<file path="config.mk">
export PLATFORM = sky130hd
export DESIGN_NAME = cfwd_cell
export DESIGN_NICKNAME = d
export VERILOG_FILES = /design/src/hdl/cfwd_pkg.sv /design/src/hdl/cfwd_cell.sv
export SDC_FILE = /design/constraint.sdc
export NUM_CORES = 1
export LEC_CHECK = 0
export BUFFER_PORTS_ARGS = -buffer_cell sky130_fd_sc_hd__buf_2
export CORE_MARGIN = 4
export CORE_UTILIZATION = 46
export CTS_CLUSTER_DIAMETER = 120
export DETAILED_ROUTE_END_ITERATION = 6
export PLACE_DENSITY = 0.77
export SLEW_MARGIN = 30
export SYNTH_ARGS = -nofsm -noshare
export SYNTH_HDL_FRONTEND = slang
export SYNTH_SLANG_ARGS = --single-unit
export TNS_END_PERCENT = 5
</file>
<file path="constraint.sdc">
create_clock -name clk -period 2 [get_ports clk]
set_input_delay 0.4 -clock clk [delete_from_list [all_inputs] [get_ports clk]]
set_output_delay 0.4 -clock clk [all_outputs]
set_load 0.02 [all_outputs]
</file>
<file path="src/hdl/cfwd_pkg.sv">
package cfwd_pkg;

	localparam int WORKERS_DEF = 64;

	localparam int SAL_W = 20;
	localparam int TIME_W = 32;
	localparam int FIN_W = 33;
	localparam int COST_W = 52;
	localparam int SUM_W = 64;

	// command codes
	localparam logic CMD_ADD = 1'b0;
	localparam logic CMD_TASK = 1'b1;

	// result status codes
	localparam logic [1:0] ST_ADDED = 2'd0;
	localparam logic [1:0] ST_FULL = 2'd1;
	localparam logic [1:0] ST_ASSIGNED = 2'd2;
	localparam logic [1:0] ST_DROPPED = 2'd3;

	// broadcast from the sequencer to every cell
	typedef struct packed {
		logic rel_en;
		logic [TIME_W-1:0] start_time;
		logic [SAL_W-1:0] salary;
		logic [FIN_W-1:0] finish;
	} bcast_t;

	// running minimum handed along the row
	typedef struct packed {
		logic found;
		logic [SAL_W-1:0] salary;
	} cand_t;

endpackage

</file>
<file path="src/hdl/cfwd_cell.sv">
module cfwd_cell #(
	parameter int IW = 6,
	parameter int IDX = 0
) (
	input logic clk,
	input logic arst_n,
	input cfwd_pkg::bcast_t bc,
	input logic add_sel,
	input logic assign_sel,
	input cfwd_pkg::cand_t cand_in,
	input logic [IW-1:0] idx_in,
	output cfwd_pkg::cand_t cand_out,
	output logic [IW-1:0] idx_out
);

	logic valid_q;
	logic busy_q;
	logic [cfwd_pkg::FIN_W-1:0] finish_q;
	logic [cfwd_pkg::SAL_W-1:0] salary_q;
	cfwd_pkg::cand_t cand_q;
	logic [IW-1:0] idx_q;
	logic take_own;

	always_ff @(posedge clk or negedge arst_n) begin
		if (!arst_n) begin
			valid_q <= 1'b0;
			busy_q <= 1'b0;
		end else if (add_sel) begin
			valid_q <= 1'b1;
			busy_q <= 1'b0;
		end else if (assign_sel) begin
			busy_q <= 1'b1;
		end else if (bc.rel_en && busy_q &&
				finish_q <= {1'b0, bc.start_time}) begin
			busy_q <= 1'b0;
		end
	end

	always_ff @(posedge clk) begin
		if (add_sel) begin
			salary_q <= bc.salary;
			finish_q <= '0;
		end else if (assign_sel) begin
			finish_q <= bc.finish;
		end
	end

	// lower index keeps the place on equal salary
	assign take_own = valid_q && !busy_q &&
		(!cand_in.found || salary_q < cand_in.salary);

	always_ff @(posedge clk or negedge arst_n) begin
		if (!arst_n) begin
			cand_q <= '0;
			idx_q <= '0;
		end else if (take_own) begin
			cand_q.found <= 1'b1;
			cand_q.salary <= salary_q;
			idx_q <= IW'(IDX);
		end else begin
			cand_q <= cand_in;
			idx_q <= idx_in;
		end
	end

	assign cand_out = cand_q;
	assign idx_out = idx_q;

endmodule

</file>
### Word-level counts from Yosys, hierarchy flattened

Cells that the tools add are included.

| storage, ports and cells | value |
|---|---|
| register bits after elaboration | 82 |
| latch bits | 0 |
| RAM bits | 0 |
| memory bits (read-only) | 0 |
| input bits | 117 |
| output and inout bits | 27 |
| word-level logic and storage cells | 22 |
| memories | 0 |

| cells by class | value |
|---|---|
| add/subtract/negate cells | 0 |
| multipliers | 0 |
| div/mod/pow operators | 0 |
| order comparisons | 2 |
| equal/unequal tests | 0 |
| shift operators | 0 |
| multiplexer cells | 5 |
| bitwise logic cells | 0 |
| reductions and logical operators | 8 |

Operators by type and width:

| operator | number |
|---|---|
| less-or-equal comparator 33 x 32 -> 1 bit | 1 |
| 2-to-1 mux 21 bit | 1 |
| less-than comparator 20 bit | 1 |
| 2-to-1 mux 6 bit | 1 |
| logical AND 1 bit | 4 |
| 2-to-1 mux 1 bit | 3 |
| nonzero test 3 bit | 1 |
| zero test 1 bit | 2 |
| logical OR 1 bit | 1 |

### Longest topological paths before layout

Gate-level depths: netlist of the first run.

| depth | value |
|---|---|
| depth in word-level cells | 5 |
| mapped depth | 9 |
| mapped depth without buffers | 8 |

### Worst setup path before layout of the first run

OpenSTA, ideal clock, no wires.

| path | value |
|---|---|
| kind | input to register |
| from | input port cand_in[5] (netlist name) |
| to | register cand_q (netlist bit cand_out[10]) |
| setup time | 0.125 ns |
| arrival | 1.948 ns |
| required time | 1.875 ns |
| setup slack | -0.074 ns |
| stages | 8 |
| path buffers | 1 |
| cells stage by stage | inv_1 ha_1 a211oi_2 nor2_1 o311ai_2 nand3_4 buf_6 mux2_4 |

| between the ends | value |
|---|---|
| word-level cells in the longest chain between the ends | 4 |

RTL lines:

| element | line | RTL |
|---|---|---|
| start, declared | cfwd_cell.sv:10 | `input cfwd_pkg::cand_t cand_in,` |
| less-than comparator 20 bit | cfwd_cell.sv:50 | `(!cand_in.found \|\| salary_q < cand_in.salary);` |
| logical OR 1 bit | cfwd_cell.sv:50 |  |
| logical AND 1 bit | cfwd_cell.sv:49 | `assign take_own = valid_q && !busy_q &&` |
| 2-to-1 mux 21 bit | cfwd_cell.sv:56 | `end else if (take_own) begin` |
| end signal, assigned | cfwd_cell.sv:61 | `cand_q <= cand_in;` |
| end, declared | cfwd_cell.sv:20 | `cfwd_pkg::cand_t cand_q;` |

No other way between the ends.
A chain may end at the register's enable or synchronous reset.

### Worst setup path after layout of the first run

| path | value |
|---|---|
| from | register salary_q[2] (netlist name) |
| to | register cand_q (netlist bit cand_out[10]) |

| between the ends | value |
|---|---|
| word-level cells in the longest chain between the ends | 4 |

RTL lines:

| element | line | RTL |
|---|---|---|
| start, declared | cfwd_cell.sv:19 | `logic [cfwd_pkg::SAL_W-1:0] salary_q;` |
| start signal, assigned | cfwd_cell.sv:41 | `salary_q <= bc.salary;` |
| less-than comparator 20 bit | cfwd_cell.sv:50 |  |
| logical OR 1 bit | cfwd_cell.sv:50 |  |
| logical AND 1 bit | cfwd_cell.sv:49 |  |
| 2-to-1 mux 21 bit | cfwd_cell.sv:56 |  |

No other way between the ends.

==> key figures, run 1 <==
GRT
  – Grt total ovfl: 0
  – Global Route Usage Sum: 17.55%
  – Vias in the first global route: 3370
  – Initial antenna violation count: 0
  – Largest net degree at the start of global routing: 30
  – First-pass GRT wire length: 15.54 mm

Timing
  – WHS: 0.08104 ns
  – Fin. max-slew vios: 0
  – RSZ-0062 raised after global routing: true
  – Hold Vio Cnt, Final: 0
  – Clock skew: 0.01003 ns
  – Slew @ Worst Pin: 0.6618 ns
  – Tcrit/Tclk final: 103.6%
  – F_max: 482.5 MHz
  – Slew HR: 55.88%
  – Fin worst setup slack: -0.07237 ns
  – Min cycle time layout: 2.072 ns
  – Post-route setup TNS: -1.147 ns
  – Final setup violation count: 20

Setup path
  – Cell repeated most along the worst path: a211oi_2
  – FF-to-FF setup slack: -0.07 ns
  – Crit start category: register
  – WP data arrival: 2.30 ns
  – Critical Path Max Stage Delay: 0.45 ns
  – Crit path cell chain: ha_4, a211oi_2, a211oi_2, o311ai_2, nand3_4, buf_12, mux2_4
  – Crit path max fanout: 12
  – Worst EP required: 2.22 ns
  – Crit end category: register
  – Kind of critical path: register to register
  – Reg2reg start: salary_q[2]
  – Critical path's slowest cell: edfxtp_1
  – RR Endpoint: cand_out[10]
  – Worst r2r path cells: 7

Layout
  – Layout area overhead: 26.54%
  – Fin nets: 699
  – FF+latch area: 0.001987 sq mm
  – Antenna cells: 0
  – Filler cells: 753
  – Multi-input logic area: 0.002001 sq mm
  – Layout cells sized above 1: 37.31%

Logic synthesis
  – Post-synth top flop: dfxtp_1
  – Share of flip-flops with an asynchronous set or reset: 35.37%
  – Synth cell count leaders: inv_1 (54), ha_1 (51), nor2_1 (40)
  – Top post-synthesis cells by area: dfrtp_1 (17%), dfxtp_1 (16%), ha_1 (15%)
  – Ys Warns: 0
  – Post-synthesis sequential area ratio: 47.30%
  – Yosys cell types: 38
  – Biggest area consumer among synthesized cells: dfrtp_1
  – Most common cell in the synthesized netlist: inv_1
  – Post-synth EDFFs: 20
  – Cells after synthesis: 377
  – Synthesized area per cell: 11.14 sq um
  – Syn Nets: 545
  – Mapped Area: 0.004200 sq mm
  – Area share of the largest cell type after synthesis: 17.28%
  – #FFs+latches synth: 82

Drt
  – Via count: 3159
  – Vias per cell: 4.905
  – Detailed Routing Iterations Pass 1: 4
  – # DRC: 0
  – Initial DRC Count: 52
  – Final WL: 9.285 mm
  – Post-DR wirelength/cell: 14.42 um
  – Detail Route Antenna Nets: 0

CTS
  – Max H-tree Level: 3
  – Clock tree buffer depth: 2
  – Clock transition at the registers of the reported paths: 0.08 ns
  – Clock sink count: 82
  – Worst skew pair latency: 0.34 ns
  – CTS tree: done
  – Root Driver: clkbuf_8
  – CTS Buf Count: 9

Power
  – Cell Pwr Density: 714.3 mW/mm^2
  – Maximum vdd drop: 0.3125 mV
  – Leak: 0.002809 uW

Die
  – I/O pin total: 144
  – Core Region: 0.008806 sq mm
  – Initial Util: 47.70%
  – Die Area: 0.01072 sq mm
  – Chip width: 103.6 um
  – Row cnt: 34
  – Die height: 103.6 um

Placement
  – PortBufs: 143
  – Detail Placement HPWL: 7.448 mm
  – GP Congestion: 0.8240

Status
  – Failing checks: negative setup slack
  – Status: finished with violations

Min path
  – Hold Crit Class: input pin to asynchronous set/reset pin

Flow run
  – Max cap viols: 0
## per-layer routing
| metal | track usage [%] | wire [um] | up-vias |
|---|---|---|---|
| met1 | 20.75 | 3910 | 1461 |
| met4 | 5.128 | 91 | 0 |
| li1 | - | - | 1602 |
| met5 | 0 | 0 | - |
| met2 | 31.92 | 4756 | 88 |
| met3 | 3.856 | 527 | 8 |
## power breakdown
part	leakage [uW]	total [uW]	internal, uW	switching [uW]
clock network	0.0000795	1030	441	590
logic	0.00192	852	421	431
registers	0.000813	1910	1850	61.2
## layout make-up
class	count	share of cell area (%)
clock buffers	10	2.401
clock inverters	6	0.6356
inverters	54	3.814
multi-input cells	231	37.64
flip-flops and latches	82	37.38
well taps	108	2.542
repair buffers	153	15.58
## timing repair
action	CTS	global route
hold buffers	0	0
pin swaps	5	2
gates resized for setup	2	1
buffers inserted	0	1
endpoints found under the setup margin	20	24
## critical path, delay by kind of cell, from the launching register on
| kind | cells | cell delay [ns] |
|---|---|---|
| multiplexers | 1 | 0.30 |
| buffers and inverters | 1 | 0.18 |
| flip-flops | 1 | 0.45 |
| AND/OR/NAND/NOR | 1 | 0.14 |
| adder cells (fa/ha/maj) | 1 | 0.24 |
| AO/OA/AOI/OAI | 3 | 0.64 |
## per-stage QoR
stage	instance area (sq um)	power (uW)	utilization [%]	setup slack [ns]	instances
floorplan	4222	2465	-	-0.06305	377
global placement	5117	2766	58.11	-0.1950	627
detailed placement	5117	2800	58.11	-0.2744	627
CTS	5295	3831	60.13	-0.08873	643
global route	5315	4007	60.36	-0.1541	644
finish	5315	3796	60.36	-0.07237	644
## flip-flops by register name (all words and copies together), names as in the netlist
register / flops
finish_q: 33
cand_out: 21
busy_q: 1
idx_out: 6
salary_q: 20
valid_q: 1
## worst max-delay path by stage
stage                   end  cells past startpoint  slack, ns    startpoint
2_1_floorplan  cand_out[10]                      9      -0.06   cand_in[19]
3_3_place_gp    cand_out[8]                     10      -0.20   cand_in[19]
3_5_place_dp   cand_out[10]                      9      -0.27   cand_in[18]
4_1_cts        cand_out[10]                      8      -0.09  salary_q[19]
5_1_grt         cand_out[5]                      8      -0.15  salary_q[13]
6_report       cand_out[10]                      7      -0.07   salary_q[2]
## cell families (layout without fill, tap and decap cells)
kind of cell | count (synthesis) | in the layout | share of synthesized area [%]
muxes | 53 | 53 | 14.48
AOI/OAI and AO/OA | 41 | 41 | 6.584
DFF | 82 | 82 | 47.30
adders and majority gates | 51 | 51 | 15.19
buffers and inverters | 64 | 223 | 6.166
and+or+nand+nor | 86 | 86 | 10.28
## cell usage in the layout (no fill, tap or decap), types with 5 or more instances in the layout
cell      instances
a21oi_1          19
buf_4             7
inv_1            54
ha_1             48
o21ai_0           5
mux2i_1          33
nand2_1           7
nand4_1          11
mux2_2            6
edfxtp_1         20
a21o_1            5
nor2_1           40
and2_1            6
clkbuf_8          9
mux2_4           14
dfrtp_1          29
dfxtp_1          33
nand3_1           5
buf_2           143
No activity file was read; power rests on OpenSTA's default activity.
==> run 2: changes to the inputs <==
--- a/config.mk
+++ b/config.mk
@@ -10,7 +10,7 @@
 export CORE_UTILIZATION = 46
 export CTS_CLUSTER_DIAMETER = 120
 export DETAILED_ROUTE_END_ITERATION = 6
-export PLACE_DENSITY = 0.77
+export PLACE_DENSITY_LB_ADDON = 0.08
 export SLEW_MARGIN = 30
 export SYNTH_ARGS = -nofsm -noshare
 export SYNTH_HDL_FRONTEND = slang
==> run 2 against run 1 <==
  * Sequential power barely moved
  * Wire length down 5.7%
  * Highest routed layer unchanged
  * Clock power increased by 51%
  * Final cell count rose by 0.93%
  * Sequential share of layout area shrank 1.1 points
  * The flow still finishes with violations (negative setup slack)
  * Register-to-register slack got worse by 0.06 ns
  * Combinational power rose by 0.5%
  * Count of clock-buffer cells in the layout unchanged
  * Non-clock buffer count rose by 5
==> key figures, run 2 (synthesis gave the netlist of run 1 again) <==
Layout
  – Max FFs per register: 33 (unchanged)
  – Multi-input logic area: 0.002031 sq mm (+1.5%)
  – FF+latch area: 0.001987 sq mm (unchanged)
  – Layout area overhead: 30.50%
  – Most frequent cells in the layout: buf_2 (143), inv_1 (54), ha_1 (47)
  – Most flops, register: finish_q
  – Leading cell type in the layout, fill and taps excluded: buf_2
  – Filler cells: 753 (unchanged)
  – Fin nets: 704 (+0.72%)
  – Layout cells sized above 1: 38.63% (+1.3 points)

Timing
  – Min cycle time layout: 2.134 ns (+0.06123 ns)
  – Clock skew: 0.01293 ns (+0.002899 ns)
  – F_max: 468.7 MHz (-2.9%)
  – Slew @ Worst Pin: 0.6835 ns (+0.02173 ns)
  – Fin. max-slew vios: 0 (unchanged)
  – Fin worst setup slack: -0.1336 ns (-0.06123 ns)
  – RSZ-0062 raised after global routing: true
  – Hold Vio Cnt, Final: 0 (unchanged)
  – Slew HR: 54.43% (-1.4 points)
  – Tcrit/Tclk final: 106.7% (+3.1 points)
  – Final setup violation count: 20 (unchanged)
  – WHS: 0.08801 ns (+0.006976 ns)

Drt
  – Final WL: 8.759 mm (-5.7%)
  – Detail Route Antenna Nets: 0 (unchanged)
  – # DRC: 0 (unchanged)
  – Detailed Routing Iterations Pass 1: 4 (unchanged)
  – Post-DR wirelength/cell: 13.48 um (-6.5%)
  – Via count: 3113 (-1.5%)
  – Vias per cell: 4.789 (-2.4%)
  – Initial DRC Count: 43 (-17%)

Setup path
  – Crit end category: register
  – Crit path max fanout: 13 (+1)
  – FF-to-FF setup slack: -0.13 ns (-0.06 ns)
  – Worst EP required: 2.23 ns (about the same)
  – Kind of critical path: register to register
  – Crit start category: register
  – WP data arrival: 2.36 ns (+0.06 ns)

Status
  – Status: finished with violations
  – Failing checks: negative setup slack

Die
  – Die Area: 0.01072 sq mm (unchanged)
  – I/O pin total: 144 (unchanged)
  – Initial Util: 47.70% (unchanged)
  – Row cnt: 34 (unchanged)
  – Core Region: 0.008806 sq mm (unchanged)
  – Chip width: 103.6 um (unchanged)
  – Die height: 103.6 um (unchanged)

Power
  – Maximum vdd drop: 0.4094 mV (+31%)
  – Leak: 0.002883 uW (+2.6%)
  – Cell Pwr Density: 790.3 mW/mm^2 (+11%)

GRT
  – Grt total ovfl: 0 (unchanged)
  – Vias in the first global route: 3170 (-5.9%)
  – Largest net degree at the start of global routing: 30 (unchanged)
  – Global Route Usage Sum: 16.58% (-0.96 points)
  – First-pass GRT wire length: 14.65 mm (-5.7%)
  – Initial antenna violation count: 1 (+1)

Placement
  – Detail Placement HPWL: 6.867 mm (-7.8%)
  – Pre-CTS WS: -0.3142 ns (-0.03982 ns)
  – GP Congestion: 0.8002 (-2.9%)
  – PortBufs: 143 (unchanged)

CTS
  – Clock tree buffer depth: 2 (unchanged)
  – CTS hold repair buffers: 0 (unchanged)
  – Clock transition at the registers of the reported paths: 0.09 ns (about the same)
  – Clock sink count: 82 (unchanged)
  – CTS tree: done
  – CTS Buf Count: 9 (unchanged)
  – Root Driver: clkbuf_8
  – Max H-tree Level: 3 (unchanged)
  – Worst skew pair latency: 0.34 ns (about the same)

Min path
  – Hold Crit Class: input pin to asynchronous set/reset pin

Flow run
  – Max cap viols: 0 (unchanged)
## run 2: cell count changes in the layout (fill, tap and decap cells not counted), moves of 2 or more
cell	previous run	this run
bufinv_16	0	4
clkinv_2	3	0
clkinvlp_4	2	0
buf_4	7	13
buf_12	3	1
## run 2: final timing paths
kind	from	to	cells past startpoint
worst max-delay path	salary_q[18]	cand_out[5]	8
worst min-delay path	arst_n	idx_out[1]	1
worst max register to register	salary_q[18]	cand_out[5]	8
worst min register to register	finish_q[0]	finish_q[0]	2
max in group asynchronous	arst_n	cand_out[7]	1
min in group clk	bc[36]	salary_q[3]	1
## run 2: worst max-delay path: stages, from the launching register on
cell,delay (ns)
edfxtp_1,0.44
ha_4,0.29
and3_4,0.17
nand4_1,0.17
nor2_2,0.20
o311ai_4,0.13
nand3_4,0.13
buf_12,0.16
mux2_2,0.34
## run 2: cell type report
class,instances,share of cell area (%)
antenna,1,0.04565
clock buffer,10,2.328
clock inverter,6,2.511
inverter,54,3.698
multi-input combinational,231,37.05
sequential,82,36.25
tap,108,2.465
timing repair buffer,158,15.66
## run 2: layer usage
layer  up-vias  wire length [um]  global-route usage, %
li1       1617                 -                      -
met1      1392              4118                  22.37
met2        94              4001                  25.93
met3        10               535                  4.042
met4         0               104                  6.268
met5         -                 0                      0
## run 2: timing repair
| item | in CTS | in global routing |
|---|---|---|
| resized for setup | 2 | 5 |
| cloned | 0 | 1 |
| buffers inserted | 0 | 2 |
| pin swaps | 2 | 5 |
| endpoints found under the hold margin | 0 | 0 |
| setup endpoints to repair | 20 | 26 |
## run 2: stage by stage
step	utilization, %	instances	total power (uW)	cell area [sq um]	TNS, ns
final	62.25	650	4332	5482	-2.234
after global routing	62.25	650	4558	5482	-4.561
after CTS	61.20	646	4368	5389	-1.887
after detailed placement	58.08	630	2782	5115	-6.513
after global placement	58.08	630	2761	5115	-4.240
after floorplan	-	377	2465	4222	-0.8168
## run 2: report_power, final
part	switching, uW	internal [uW]	total, uW
Combinational	427	429	856
Clock	599	963	1560
Sequential	60.7	1850	1910
Total	1090	3240	4330
